### src/hdl/mks_pkg.sv
`timescale 1ns / 1ps
// ----------------------------------------------------------------------------
// mks_pkg
// shared types and constants of the matrix keypad scanner
// ----------------------------------------------------------------------------
package mks_pkg;

  // register widths and reset values
  localparam int SETTLE_W  = 16;
  localparam int LOCKOUT_W = 24;
  localparam int CNT_W     = 24;
  localparam int CFG_IDX_W = 2;

  localparam logic [SETTLE_W-1:0]  SETTLE_RESET  = 16'd100;
  localparam logic [LOCKOUT_W-1:0] LOCKOUT_RESET = 24'd80000;

  // register indexes on the configuration port
  localparam logic [CFG_IDX_W-1:0] CFG_SETTLE  = 2'd0;
  localparam logic [CFG_IDX_W-1:0] CFG_LOCKOUT = 2'd1;

  // scan sequencer phases
  typedef enum logic [5:0] {
    PH_IDLE     = 6'b000001,
    PH_ALL_HIGH = 6'b000010,
    PH_COL_LOW  = 6'b000100,
    PH_COL_HIGH = 6'b001000,
    PH_ALL_LOW  = 6'b010000,
    PH_LOCKOUT  = 6'b100000
  } phase_t;

  // timing registers handed to the sequencer
  typedef struct packed {
    logic [SETTLE_W-1:0]  settle;
    logic [LOCKOUT_W-1:0] lockout;
  } cfg_t;

endpackage

### src/hdl/matrix_keypad_scanner.sv
`timescale 1ns / 1ps
// ----------------------------------------------------------------------------
// matrix_keypad_scanner
// column scan sequencer for a matrix keypad, one time tick per input item
// ----------------------------------------------------------------------------
// Usage:
//   in_*   : one item per time tick (wake request and sampled row levels).
//   out_*  : result items; each tick gives one item, or one per low row on
//            the tick that samples a column (out_last marks the final one).
//   cfg_*  : register writes (settle_ticks, lockout_ticks), taken every cycle
//            while cfg_valid is high; unknown indexes are dropped.
// Latency: the first result of a tick is shown the cycle after the tick is
//   accepted.
// Throughput: one tick per cycle while out_ready is high; a sampling tick
//   with k low rows holds the result register until all k keys are out, as
//   the single result register hands the keys out one per cycle while out_ready is high.
// Reset: sequencer goes idle with all columns low and no pending request;
//   registers return to settle 100 and lockout 80000 ticks.
// Stall: while out_ready is low the result register holds and in_ready
//   drops once it is full, so no tick is lost; the sequencer advances only
//   on accepted ticks.
// ----------------------------------------------------------------------------
module matrix_keypad_scanner #(
  parameter int  ROWS  = 4,
  parameter int  COLS  = 4,
  localparam int ROW_W = (ROWS > 1) ? $clog2(ROWS) : 1,
  localparam int COL_W = (COLS > 1) ? $clog2(COLS) : 1
) (
  input  logic                            clk,
  input  logic                            rst_n,
  // tick input
  input  logic                            in_valid,
  output logic                            in_ready,
  input  logic                            in_wake_request,
  input  logic [ROWS-1:0]                 in_row_levels,
  // result output
  output logic                            out_valid,
  input  logic                            out_ready,
  output logic [COLS-1:0]                 out_column_drive,
  output logic                            out_key_valid,
  output logic [ROW_W-1:0]                out_key_row,
  output logic [COL_W-1:0]                out_key_column,
  output logic                            out_scanning,
  output logic                            out_last,
  // register writes
  input  logic                            cfg_valid,
  output logic                            cfg_ready,
  input  logic [mks_pkg::CFG_IDX_W-1:0]   cfg_index,
  input  logic [mks_pkg::LOCKOUT_W-1:0]   cfg_data
);

  mks_pkg::cfg_t     cfg_r;
  logic              in_acc, out_acc;
  logic [COLS-1:0]   res_drive;
  logic [ROWS-1:0]   res_keys;
  logic [COL_W-1:0]  res_col;
  logic              res_scan;

  logic              grp_vld_r;
  logic [COLS-1:0]   grp_drive_r;
  logic [ROWS-1:0]   grp_keys_r;
  logic [COL_W-1:0]  grp_col_r;
  logic              grp_scan_r;

  logic              any_key;
  logic              one_left;
  logic [ROW_W-1:0]  low_row;

  // configuration registers
  assign cfg_ready = 1'b1;

  always_ff @(posedge clk) begin
    if (!rst_n) begin
      cfg_r.settle  <= mks_pkg::SETTLE_RESET;
      cfg_r.lockout <= mks_pkg::LOCKOUT_RESET;
    end else if (cfg_valid) begin
      case (cfg_index)
        mks_pkg::CFG_SETTLE:  cfg_r.settle  <= cfg_data[mks_pkg::SETTLE_W-1:0];
        mks_pkg::CFG_LOCKOUT: cfg_r.lockout <= cfg_data;
        default: ;
      endcase
    end
  end

  // handshakes
  assign in_acc   = in_valid && in_ready;
  assign out_acc  = out_valid && out_ready;
  assign in_ready = !grp_vld_r || (out_ready && one_left);

  // scan sequencer
  mks_seq #(
    .ROWS (ROWS),
    .COLS (COLS)
  ) u_seq (
    .clk       (clk),
    .rst_n     (rst_n),
    .step      (in_acc),
    .wake      (in_wake_request),
    .rows      (in_row_levels),
    .cfg       (cfg_r),
    .res_drive (res_drive),
    .res_keys  (res_keys),
    .res_col   (res_col),
    .res_scan  (res_scan)
  );

  // lowest pressed row still to report
  always_comb begin
    low_row = '0;
    for (int i = ROWS - 1; i >= 0; i--) begin
      if (grp_keys_r[i]) begin
        low_row = ROW_W'(i);
      end
    end
  end

  assign any_key  = |grp_keys_r;
  assign one_left = ((grp_keys_r & (grp_keys_r - ROWS'(1))) == '0);

  // result register, emptied one key per cycle while out_ready is high
  always_ff @(posedge clk) begin
    if (!rst_n) begin
      grp_vld_r <= 1'b0;
    end else if (in_acc) begin
      grp_vld_r <= 1'b1;
    end else if (out_acc && one_left) begin
      grp_vld_r <= 1'b0;
    end
  end

  always_ff @(posedge clk) begin
    if (in_acc) begin
      grp_drive_r <= res_drive;
      grp_keys_r  <= res_keys;
      grp_col_r   <= res_col;
      grp_scan_r  <= res_scan;
    end else if (out_acc) begin
      grp_keys_r  <= grp_keys_r & (grp_keys_r - ROWS'(1));
    end
  end

  // result fields
  assign out_valid        = grp_vld_r;
  assign out_column_drive = grp_drive_r;
  assign out_key_valid    = any_key;
  assign out_key_row      = any_key ? low_row : '0;
  assign out_key_column   = any_key ? grp_col_r : '0;
  assign out_scanning     = grp_scan_r;
  assign out_last         = one_left;

endmodule

### src/hdl/mks_seq.sv
`timescale 1ns / 1ps
// ----------------------------------------------------------------------------
// mks_seq
// scan sequencer: advances phase, column and wait counter once per tick
// ----------------------------------------------------------------------------
module mks_seq #(
  parameter int  ROWS  = 4,
  parameter int  COLS  = 4,
  localparam int COL_W = (COLS > 1) ? $clog2(COLS) : 1
) (
  input  logic              clk,
  input  logic              rst_n,
  input  logic              step,
  input  logic              wake,
  input  logic [ROWS-1:0]   rows,
  input  mks_pkg::cfg_t     cfg,
  output logic [COLS-1:0]   res_drive,
  output logic [ROWS-1:0]   res_keys,
  output logic [COL_W-1:0]  res_col,
  output logic              res_scan
);

  localparam logic [COLS-1:0]  ALL_COLS = {COLS{1'b1}};
  localparam logic [COL_W-1:0] LAST_COL = COL_W'(COLS - 1);

  mks_pkg::phase_t               phase_r, phase_nxt;
  logic [COL_W-1:0]              col_r, col_nxt;
  logic [mks_pkg::CNT_W-1:0]     cnt_r, cnt_nxt;
  logic [COLS-1:0]               drive_r, drive_nxt;
  logic                          pend_r, pend_nxt;
  logic [ROWS-1:0]               keys_nxt;
  logic                          done;
  logic [mks_pkg::CNT_W-1:0]     settle_ext;

  assign settle_ext = mks_pkg::CNT_W'(cfg.settle);
  assign done       = (cnt_r <= mks_pkg::CNT_W'(1));

  // next state for one tick
  always_comb begin
    phase_nxt = phase_r;
    col_nxt   = col_r;
    cnt_nxt   = done ? '0 : (cnt_r - mks_pkg::CNT_W'(1));
    drive_nxt = drive_r;
    pend_nxt  = pend_r;
    keys_nxt  = '0;
    case (phase_r)
      mks_pkg::PH_ALL_HIGH: begin
        if (done) begin
          drive_nxt = ALL_COLS & ~(COLS'(1) << col_r);
          cnt_nxt   = settle_ext;
          phase_nxt = mks_pkg::PH_COL_LOW;
        end
      end
      mks_pkg::PH_COL_LOW: begin
        if (done) begin
          keys_nxt  = ~rows;
          drive_nxt = ALL_COLS;
          cnt_nxt   = settle_ext;
          phase_nxt = mks_pkg::PH_COL_HIGH;
        end
      end
      mks_pkg::PH_COL_HIGH: begin
        if (done) begin
          cnt_nxt = settle_ext;
          if (col_r >= LAST_COL) begin
            drive_nxt = '0;
            phase_nxt = mks_pkg::PH_ALL_LOW;
          end else begin
            col_nxt   = col_r + COL_W'(1);
            drive_nxt = ALL_COLS & ~(COLS'(1) << (col_r + COL_W'(1)));
            phase_nxt = mks_pkg::PH_COL_LOW;
          end
        end
      end
      mks_pkg::PH_ALL_LOW: begin
        if (done) begin
          cnt_nxt   = cfg.lockout;
          phase_nxt = mks_pkg::PH_LOCKOUT;
          // zero lockout ends on this same tick
          if (cfg.lockout == '0) begin
            if (pend_r) begin
              col_nxt   = '0;
              pend_nxt  = 1'b0;
              drive_nxt = ALL_COLS;
              cnt_nxt   = settle_ext;
              phase_nxt = mks_pkg::PH_ALL_HIGH;
            end else begin
              cnt_nxt   = '0;
              drive_nxt = '0;
              phase_nxt = mks_pkg::PH_IDLE;
            end
          end
        end
      end
      mks_pkg::PH_LOCKOUT: begin
        if (wake) begin
          pend_nxt = 1'b1;
        end
        if (done) begin
          if (pend_r || wake) begin
            col_nxt   = '0;
            pend_nxt  = 1'b0;
            drive_nxt = ALL_COLS;
            cnt_nxt   = settle_ext;
            phase_nxt = mks_pkg::PH_ALL_HIGH;
          end else begin
            cnt_nxt   = '0;
            drive_nxt = '0;
            phase_nxt = mks_pkg::PH_IDLE;
          end
        end
      end
      default: begin
        // idle, and any stray code falls back to idle
        cnt_nxt   = cnt_r;
        phase_nxt = mks_pkg::PH_IDLE;
        drive_nxt = '0;
        if (wake) begin
          col_nxt   = '0;
          pend_nxt  = 1'b0;
          drive_nxt = ALL_COLS;
          cnt_nxt   = settle_ext;
          phase_nxt = mks_pkg::PH_ALL_HIGH;
        end
      end
    endcase
  end

  // sequencer state, advanced on each accepted tick
  always_ff @(posedge clk) begin
    if (!rst_n) begin
      phase_r <= mks_pkg::PH_IDLE;
      col_r   <= '0;
      cnt_r   <= '0;
      drive_r <= '0;
      pend_r  <= 1'b0;
    end else if (step) begin
      phase_r <= phase_nxt;
      col_r   <= col_nxt;
      cnt_r   <= cnt_nxt;
      drive_r <= drive_nxt;
      pend_r  <= pend_nxt;
    end
  end

  // result of this tick
  assign res_drive = drive_nxt;
  assign res_keys  = keys_nxt;
  assign res_col   = col_nxt;
  assign res_scan  = (phase_nxt != mks_pkg::PH_IDLE);

endmodule

### config.mk
export PLATFORM = sky130hd
export DESIGN_NAME = matrix_keypad_scanner
export DESIGN_NICKNAME = d
export VERILOG_FILES = /design/src/hdl/mks_pkg.sv /design/src/hdl/matrix_keypad_scanner.sv /design/src/hdl/mks_seq.sv
export SDC_FILE = /design/constraint.sdc
export NUM_CORES = 1
export LEC_CHECK = 0
export BUFFER_PORTS_ARGS = -buffer_cell sky130_fd_sc_hd__clkbuf_2
export CELL_PAD_IN_SITES_DETAIL_PLACEMENT = 1
export CELL_PAD_IN_SITES_GLOBAL_PLACEMENT = 1
export CORE_MARGIN = 3
export CORE_UTILIZATION = 50
export CTS_BUF_LIST = sky130_fd_sc_hd__clkbuf_4 sky130_fd_sc_hd__clkbuf_8
export DETAILED_ROUTE_END_ITERATION = 7
export PLACE_DENSITY = 0.91
export SLEW_MARGIN = 5
export SYNTH_ARGS = -nofsm -noshare
export SYNTH_HDL_FRONTEND = slang
export SYNTH_SLANG_ARGS = --single-unit
### constraint.sdc
create_clock -name clk -period 6 [get_ports clk]
set_input_delay 0.3 -clock clk [delete_from_list [all_inputs] [get_ports clk]]
set_output_delay 0.3 -clock clk [all_outputs]
set_load 0.02 [all_outputs]
==> metrics <==
Die Y=106.7 um; critical register-to-register path endpoint=u_seq.cnt_r[3]; initial antenna violation count=0; antenna-violating nets left=0; Clock Latency Late Sink=0.38 ns; Area Overhead vs Synth=8.290%; vias in the first global route=5,148; Critical Path End Type=flop; Core Box Area=~10000 sq um; peak supply drop=0.0001274 V; post-placement cell count=~760; grt total ovfl=0; CTS buffer count=9; syn nets=about 660; Reg clk slew, reported paths=around 0.09 ns; Layout Cells excl Fill=774; Primary FF master, synth=dfxtp_1; CTS sink cnt=89; NumNets Final=678; Final Setup Violations=0; Pre-Repair DR Iteration Count=5; Die Span X=106.7 um; startpoint class of the critical path=flop; #FFs+latches synth=89; Cell Area, Synth=5071 sq um; final worst-path cycle share=0.5495; Die ar.=11,390 sq um; First DRT Iteration DRCs=about 330; # DRC=0; CP Class=flop to flop; routability-driven placement congestion ratio=0.9074; Wirelength per Cell=19.91 um; # H-tree levels=3; worst slew pin tran=0.9833 ns; vias=~5,000; fmax=slightly above 300 MHz; commonest non-fill, non-tap cell in the layout=nand2_1; ys async rst share=0; top-level I/O count=50; Slew HR=0.3425; CTS Buffer Depth=2; PwrDens=268.5 nW/um^2; layout cells sized above 1=0.1326; Syn Area/Cell=8.192 sq um; register area share after synthesis=0.3731; CTS tree=yes; Worst Path Max Fanout=22; Resized cells post-CTS=0; reg-to-reg slack, setup=2.70 ns; hold path start=cfg_data[23]; Hold Path Class=primary input to flop; commonest non-fill, non-tap cells in the layout=nand2_1 (113), dfxtp_1 (78), clkbuf_2 (48); hold path cells=3; CP required=roughly 6.3 ns; Root Buffer=clkbuf_8; Antenna Cells=0; R2R cell count=7; # hold bufs at CTS=0; Mapped Cells=just over 600; post-route minimum period=3.297 ns; RSZ-0062 raised after global routing=false; Hold Path Sink=cfg_r[23]; final hold vios=0; Post-synth EDFFs=11; Post-CTS Repair Setup Buffers=0; Worst R2R Start=grp_keys_r[3]; post-synth cell types=73; Max-Cap Viols=0; vias per std cell=about 6.4; CP Data Arrival Time=~3.6 ns; DP Wirelength=10,990 um; IO Port Bufs=48; sum of negative setup slack=0 ns; fillers=around 1,200; largest net degree at the start of global routing=62; status=completed; Initial Util=0.5164; YS warnings=0; skew final=0.01226 ns; Leakage Power=2.111 nW; site row count=36; first-pass GRT wire length=25,620 um; Slew Limit Fails=0; drt total wl=15,410 um; Total GRT Usage=0.2799
[worst max path at each step]
stage,from,end,slack [ns]
global placement,u_seq.cnt_r[12],grp_col_r[1],2.95
floorplan,u_seq.cnt_r[2],out_column_drive[1],3.61
finish,grp_keys_r[3],u_seq.cnt_r[3],2.70
global route,grp_keys_r[3],u_seq.cnt_r[5],2.50
detailed placement,u_seq.cnt_r[12],grp_col_r[0],2.77
CTS,u_seq.cnt_r[12],grp_col_r[0],2.77
[layout make-up]
class / count / area [sq um] / area share
Clock inverter: 3 / 45.04 / 0.008202
Tap cell: 133 / 166.4 / 0.03030
Timing Repair Buffer: 52 / 270.3 / 0.04921
Clock buffer: 13 / 166.4 / 0.03030
Multi-Input combinational cell: 472 / 2907 / 0.5293
Inverter: 12 / 45.04 / 0.008202
Sequential cell: 89 / 1892 / 0.3445
[power by group]
part,switching (mW),leakage [nW],internal [mW]
Clock,0.224,0.111,0.227
Combinational,0.231,1.25,0.123
Sequential,0.0358,0.745,0.634
[routing by layer]
layer,global-route usage,wire length (um)
met2,0.4816,7543
met4,0.1059,455
met5,0,0
met1,0.3485,6701
met3,0.05117,710
[registers in the layout, indices dropped and copies added, names as in the netlist, 2 cells and up]
name              flops
grp_col_r             2
cfg_r                40
u_seq.cnt_r          24
u_seq.col_r           2
u_seq.phase_r         6
out_column_drive      4
grp_keys_r            4
u_seq.drive_r         4
[cell usage after synthesis, types with 6 or more instances]
cell type | count | share of area
a21o_1 | 12 | 0.018
a22oi_1 | 6 | 0.0089
a22o_1 | 10 | 0.017
o31ai_1 | 10 | 0.015
or4_1 | 8 | 0.012
a21boi_0 | 36 | 0.053
clkbuf_1 | 33 | 0.024
nor4_1 | 17 | 0.021
inv_1 | 12 | 0.0089
nand2_1 | 113 | 0.084
nor2_1 | 28 | 0.021
xnor2_1 | 7 | 0.012
edfxtp_1 | 11 | 0.065
nor3_1 | 22 | 0.022
dfxtp_1 | 78 | 0.31
nand3_1 | 18 | 0.018
xor2_1 | 6 | 0.010
o21ai_0 | 27 | 0.027
ha_1 | 6 | 0.015
a31oi_1 | 10 | 0.012
a21oi_1 | 27 | 0.027
[worst max-delay path, stage by stage (launching register included)]
cell and delay [ns]:
edfxtp_1 0.51, a211oi_1 0.40, o311ai_1 0.15, buf_4 0.21, inv_1 0.57, o21a_1 0.51
nand2_1 0.40, o31ai_1 0.43
[logic make-up after synthesis]
family,Yosys count,synth area share
xor gates and xnor gates,13,0.02245
muxes,1,0.002220
other,1,0.0007395
buffers and inverters,58,0.05379
AOI/OAI and AO/OA,200,0.2837
and+or+nand+nor,251,0.2492
DFF,89,0.3731
adders and majority gates,6,0.01480
[stage by stage]
| step | power, mW | utilization | instance area (sq um) | hold slack [ns] | setup WS, ns |
|---|---|---|---|---|---|
| floorplan | 0.9466 | - | 5071 | 0.4240 | 3.607 |
| global placement | 1.010 | 0.5377 | 5280 | 0.4499 | 2.948 |
| detailed placement | 1.028 | 0.5377 | 5280 | 0.4574 | 2.770 |
| CTS | 1.471 | 0.5593 | 5492 | 0.1428 | 2.767 |
| global route | 1.538 | 0.5593 | 5492 | 0.1498 | 2.498 |
| finish | 1.474 | 0.5593 | 5492 | 0.1427 | 2.703 |
No activity file was read; power rests on OpenSTA's default activity.
